[config.mk]
export PLATFORM = sky130hd
export DESIGN_NAME = qvr_div
export DESIGN_NICKNAME = d
export VERILOG_FILES = /design/src/rtl/qvr_pkg.sv /design/src/rtl/qvr_div.sv
export SDC_FILE = /design/constraint.sdc
export NUM_CORES = 2
export LEC_CHECK = 0
export BUFFER_PORTS_ARGS = -buffer_cell sky130_fd_sc_hd__buf_2
export CORE_MARGIN = 8
export CORE_UTILIZATION = 68
export CTS_CLUSTER_SIZE = 12
export DETAILED_ROUTE_END_ITERATION = 12
export MAX_ROUTING_LAYER = met4
export PLACE_DENSITY = 0.81
export RECOVER_POWER = 100
export SYNTH_ARGS = -nofsm -noshare
export SYNTH_HDL_FRONTEND = slang
export SYNTH_SLANG_ARGS = --single-unit
[constraint.sdc]
create_clock -name clk -period 6.6 [get_ports clk]
set_input_delay 0.66 -clock clk [delete_from_list [all_inputs] [get_ports clk]]
set_output_delay 0.66 -clock clk [all_outputs]
set_load 0.03 [all_outputs]
[src/rtl/qvr_pkg.sv]
// Package for the quaternion vector rotation unit: payload types and widths.
package qvr_pkg;

  localparam int QUO_W = 16;               // quotient bits resolved by the divider
  localparam int DEN_W = 34;               // twice the squared norm
  localparam int REM_W = 51;               // numerator and partial remainder
  localparam int DIV_STAGES = QUO_W + 1;   // range check stage plus one per bit

  typedef struct packed {
    logic signed [15:0] quat_i;
    logic signed [15:0] quat_j;
    logic signed [15:0] quat_k;
    logic signed [15:0] quat_real;
    logic signed [15:0] vec_x;
    logic signed [15:0] vec_y;
    logic signed [15:0] vec_z;
  } qvr_in_t;

  typedef struct packed {
    logic signed [15:0] rot_x;
    logic signed [15:0] rot_y;
    logic signed [15:0] rot_z;
    logic               clipped;
    logic               zero_norm;
  } qvr_out_t;

  // Side information that rides along with each divider lane
  typedef struct packed {
    logic neg;
    logic zero_norm;
  } qvr_tag_t;

endpackage

[src/rtl/qvr_div.sv]
// Pipelined restoring divider lane: one quotient bit per stage, with range check.
module qvr_div (
  input  logic                        clk,
  input  logic                        rst,
  input  logic                        in_valid,
  input  logic [qvr_pkg::REM_W-1:0]   num,
  input  logic [qvr_pkg::DEN_W-1:0]   den,
  input  qvr_pkg::qvr_tag_t           in_tag,
  output logic                        out_valid,
  output logic [qvr_pkg::QUO_W-1:0]   quo,
  output logic                        ovf,
  output qvr_pkg::qvr_tag_t           out_tag
);

  localparam int N = qvr_pkg::DIV_STAGES;

  logic                        vld   [N];
  logic [qvr_pkg::REM_W-1:0]   rem   [N];
  logic [qvr_pkg::DEN_W-1:0]   dsr   [N];
  logic [qvr_pkg::QUO_W-1:0]   qb    [N];
  logic                        big   [N];
  qvr_pkg::qvr_tag_t           tag   [N];

  // Entry: flag quotients that cannot fit in the bits resolved below
  always_ff @(posedge clk) begin
    if (rst) begin
      vld[0] <= 1'b0;
    end else begin
      vld[0] <= in_valid;
    end
    rem[0] <= num;
    dsr[0] <= den;
    qb[0]  <= '0;
    big[0] <= (num >= {1'b0, den, {qvr_pkg::QUO_W{1'b0}}});
    tag[0] <= in_tag;
  end

  for (genvar k = 1; k < N; k++) begin : g_step
    localparam int B = N - 1 - k;
    logic [qvr_pkg::REM_W-1:0] trial;
    logic                      take;

    assign trial = qvr_pkg::REM_W'(dsr[k-1]) << B;
    assign take  = (rem[k-1] >= trial);

    always_ff @(posedge clk) begin
      if (rst) begin
        vld[k] <= 1'b0;
      end else begin
        vld[k] <= vld[k-1];
      end
      rem[k]    <= take ? (rem[k-1] - trial) : rem[k-1];
      dsr[k]    <= dsr[k-1];
      qb[k]     <= qb[k-1] | (qvr_pkg::QUO_W'(take) << B);
      big[k]    <= big[k-1];
      tag[k]    <= tag[k-1];
    end
  end

  assign out_valid = vld[N-1];
  assign quo       = qb[N-1];
  assign ovf       = big[N-1];
  assign out_tag   = tag[N-1];

endmodule

==> metrics.md <==
| Metric | Value |
|---|---|
| Status | complete, but fails checks |
| Failing checks | capacitance limit, slew limit |
| Detailed Route WL | 189,000 um |
| Worst Hold Class | in2reg |
| Vias in the first global route | 59.0k |
| Syn Nets | 8,560 |
| Pre-CTS setup slack | 2030 ps |
| FFs w/ async S/R, synth | 0% |
| FF-to-FF path depth | 13 |
| Share of layout cells above drive strength 1 | 4.43% |
| Layout Area Growth over Synthesis | 10.2% |
| Initial DRC count | 3,667 |
| Largest fanout on the critical path | 60 |
| Post-Syn Area | 0.0710 mm^2 |
| Startpoint Class | flop |
| Register area share after synthesis | 44.1% |
| Ys flop type | dfxtp_1 |
| FILL cells | 7,033 |
| CP Capture Type | flop |
| Area leader, netlist | dfxtp_1 |
| Synth Register Bits | 1,564 |
| TritonCTS clock tree | done |
| Routed len/inst | 19.8 um |
| WS Path Type | reg2reg |
| DR vias/cell | 6.02 |
| Worst skew pair latency | 790 ps |
| Crit share post-route | 83.1% |
| Antenna-violating nets left | 0 |
| Core area | 0.103 mm^2 |
| Max-Cap Viols | 4 |
| Root Buffer | clkbuf_16 |
| Antenna violations before repair | 6 |
| Final #Nets | 8,704 |
| WHS Path Cells | 1 |
| Global-route wire length before repair | 295,000 um |
| Grt ovf | 0 |
| Longest Clk Path Bufs | 3 |
| Largest net degree at the start of global routing | 71 |
| Final worst slack | 1120 ps |
| Hold buffers post-CTS | 85 |
| Clock buffer count from CTS | 160 |
| Vias post-DR | 57.2k |
| DR DRC count | 0 |
| Die Wd | 339 um |
| Fin crit period | 5480 ps |
| Clock Sink Count | 1,564 |
| Worst Path Arrival | 6140 ps |
| CP startpoint | dsr[0][103]$_DFF_P_ |
| Main area contributors after synthesis | dfxtp_1, ha_1, a21oi_1, o21ai_0, inv_1 |
| PortBufs | 109 |
| Relative slew slack | -58.9% |
| YS warnings | 0 |
| Post-synthesis instance total | 7,877 |
| Synth unique cells | 88 |
| Data required, critical path | 7260 ps |
| Pwr dens | 510 mW/mm^2 |
| Tot GR Track Use | 32.3% |
| Most common cell in the netlist | dfxtp_1 |
| Unrepaired setup endpoints after global routing | no |
| Die Span Y | 339 um |
| Synth top cells by count | dfxtp_1, inv_1, nand2_1 |
| Leakage | 35.1 nW |
| Final HPWL DP | 140,000 um |
| Maximum clock frequency | 0.182 GHz |
| Mean area per synthesized cell | 9.01 um^2 |
| Worst Max-Slew Pin Slew | 2380 ps |
| Hold Violations, Final | 0 |
| Min-delay src | num[26] |
| Worst r2r src | dsr[0][103]$_DFF_P_ |
| H-tree levels | 4 |
| Initial core utilization | 68.6% |
| Share of Yosys cell area claimed by the top area cell type | 44.1% |
| DIE AREA | 0.115 mm^2 |
| Final Wtd Congestion | 1.06 |
| Clock slew at reported path FFs | 60 ps |
| I/O pin cnt | 110 |
| Setup TNS | 0 ps |
| Clk_skew | 26.2 ps |
| Max-slew violations | 179 |
| Setup-failing EPs final | 0 |
| TritonRoute pass-1 iters | 6 |
| Post-CTS Setup Inserts | 0 |
| Post-cts sizing count | 0 |
| Num rows | 118 |
| Max VDD drop | 326 uV |
| Post-synth EDFFs | 0 |
## placed cells by master, fill, tap and decap left out, types with 67 or more instances in the layout
cell type / count
nor2_1: 425
a31oi_1: 76
nor3_1: 133
nor4_1: 73
dfxtp_1: 1564
dlygate4sd3_1: 85
inv_1: 725
nand4_1: 120
o21ai_0: 573
a21o_1: 288
clkbuf_16: 161
nand3_1: 140
nor2b_1: 110
xor2_1: 282
o21a_1: 67
o21bai_1: 83
nand2b_1: 73
clkbuf_1: 148
nand2_1: 674
a21oi_1: 641
ha_1: 578
xnor2_1: 290
## power breakdown
group | total, mW | leakage [nW] | switching, mW | internal [mW]
clock | 8.59 | 2.41 | 3.66 | 4.93
combinational | 17.7 | 19.6 | 10.2 | 7.43
sequential | 13.6 | 13.2 | 1.62 | 12.0
## metal layers
layer / vias up / share of wire [%] / GRT usage (%) / wire length (um)
li1: 27700 / - / - / -
met1: 26400 / 34 / 28.1 / 63300
met2: 2167 / 52 / 60.2 / 97800
met3: 891 / 4.0 / 4.17 / 7600
met4: 0 / 11 / 28.9 / 19800
met5: - / 0 / - / 0
## registers in the layout, indices dropped and copies added, names as in the netlist
| name | flops |
|---|---|
| big | 17 |
| dsr | 544 |
| qb | 136 |
| rem | 816 |
| tag | 34 |
| vld | 17 |
## worst max-delay path, stage by stage (launching register included)
cell and delay, ps:
dfxtp_1 340, inv_1 90, ha_1 320, nor2b_1 160
o31a_1 320, o311ai_0 600, a21oi_1 410, o31ai_1 390
or2_2 200, o311a_2 240, clkbuf_1 1670, nor2_1 230
o2111a_1 260, xor2_1 130
## final timing paths
kind	to	slack [ps]
setup / recovery	rem[0][253]$_DFF_P_	1120
hold / removal	rem[0][26]$_DFF_P_	100
hold reg to reg	qb[0][191]$_DFF_P_	320
setup reg to reg	rem[0][253]$_DFF_P_	1120
## layout make-up
cell class	count	area (um^2)	share of cell area, %
tap	1380	1730	2.21
clock inverter	33	512	0.654
clock buffer	219	4440	5.67
multi-input combinational	5341	36000	46.0
inverter	727	2730	3.49
timing repair buffer	227	1490	1.90
antenna	7	17.5	0.0224
sequential	1564	31300	40.0
## metrics by stage
| step | util, % | std cells | power, mW | area (um^2) | hold WS [ps] |
|---|---|---|---|---|---|
| global placement | 70.2 | 9153 | 30.3 | 72600 | 310 |
| finish | 75.6 | 9498 | 39.9 | 78200 | 102 |
| CTS | 75.8 | 9490 | 39.6 | 78400 | 1.81 |
| detailed placement | 70.2 | 9153 | 30.9 | 72600 | 312 |
| floorplan | - | 7877 | 26.6 | 71000 | 310 |
| global route | 75.6 | 9498 | 42.4 | 78200 | 68.8 |
## logic make-up (layout without fill, tap and decap cells)
logic type / count (synthesis) / after routing / synth area share, %
buf+inv: 972 / 1206 / 5.29
xor+xnor: 572 / 572 / 7.06
flops: 1564 / 1564 / 44.1
other cells: 0 / 7 / 0
compound gates: 2100 / 2100 / 18.2
mux: 59 / 59 / 0.929
simple gates: 2017 / 2017 / 13.8
fa+ha+maj: 593 / 593 / 10.6
No activity file was read; power rests on OpenSTA's default activity.
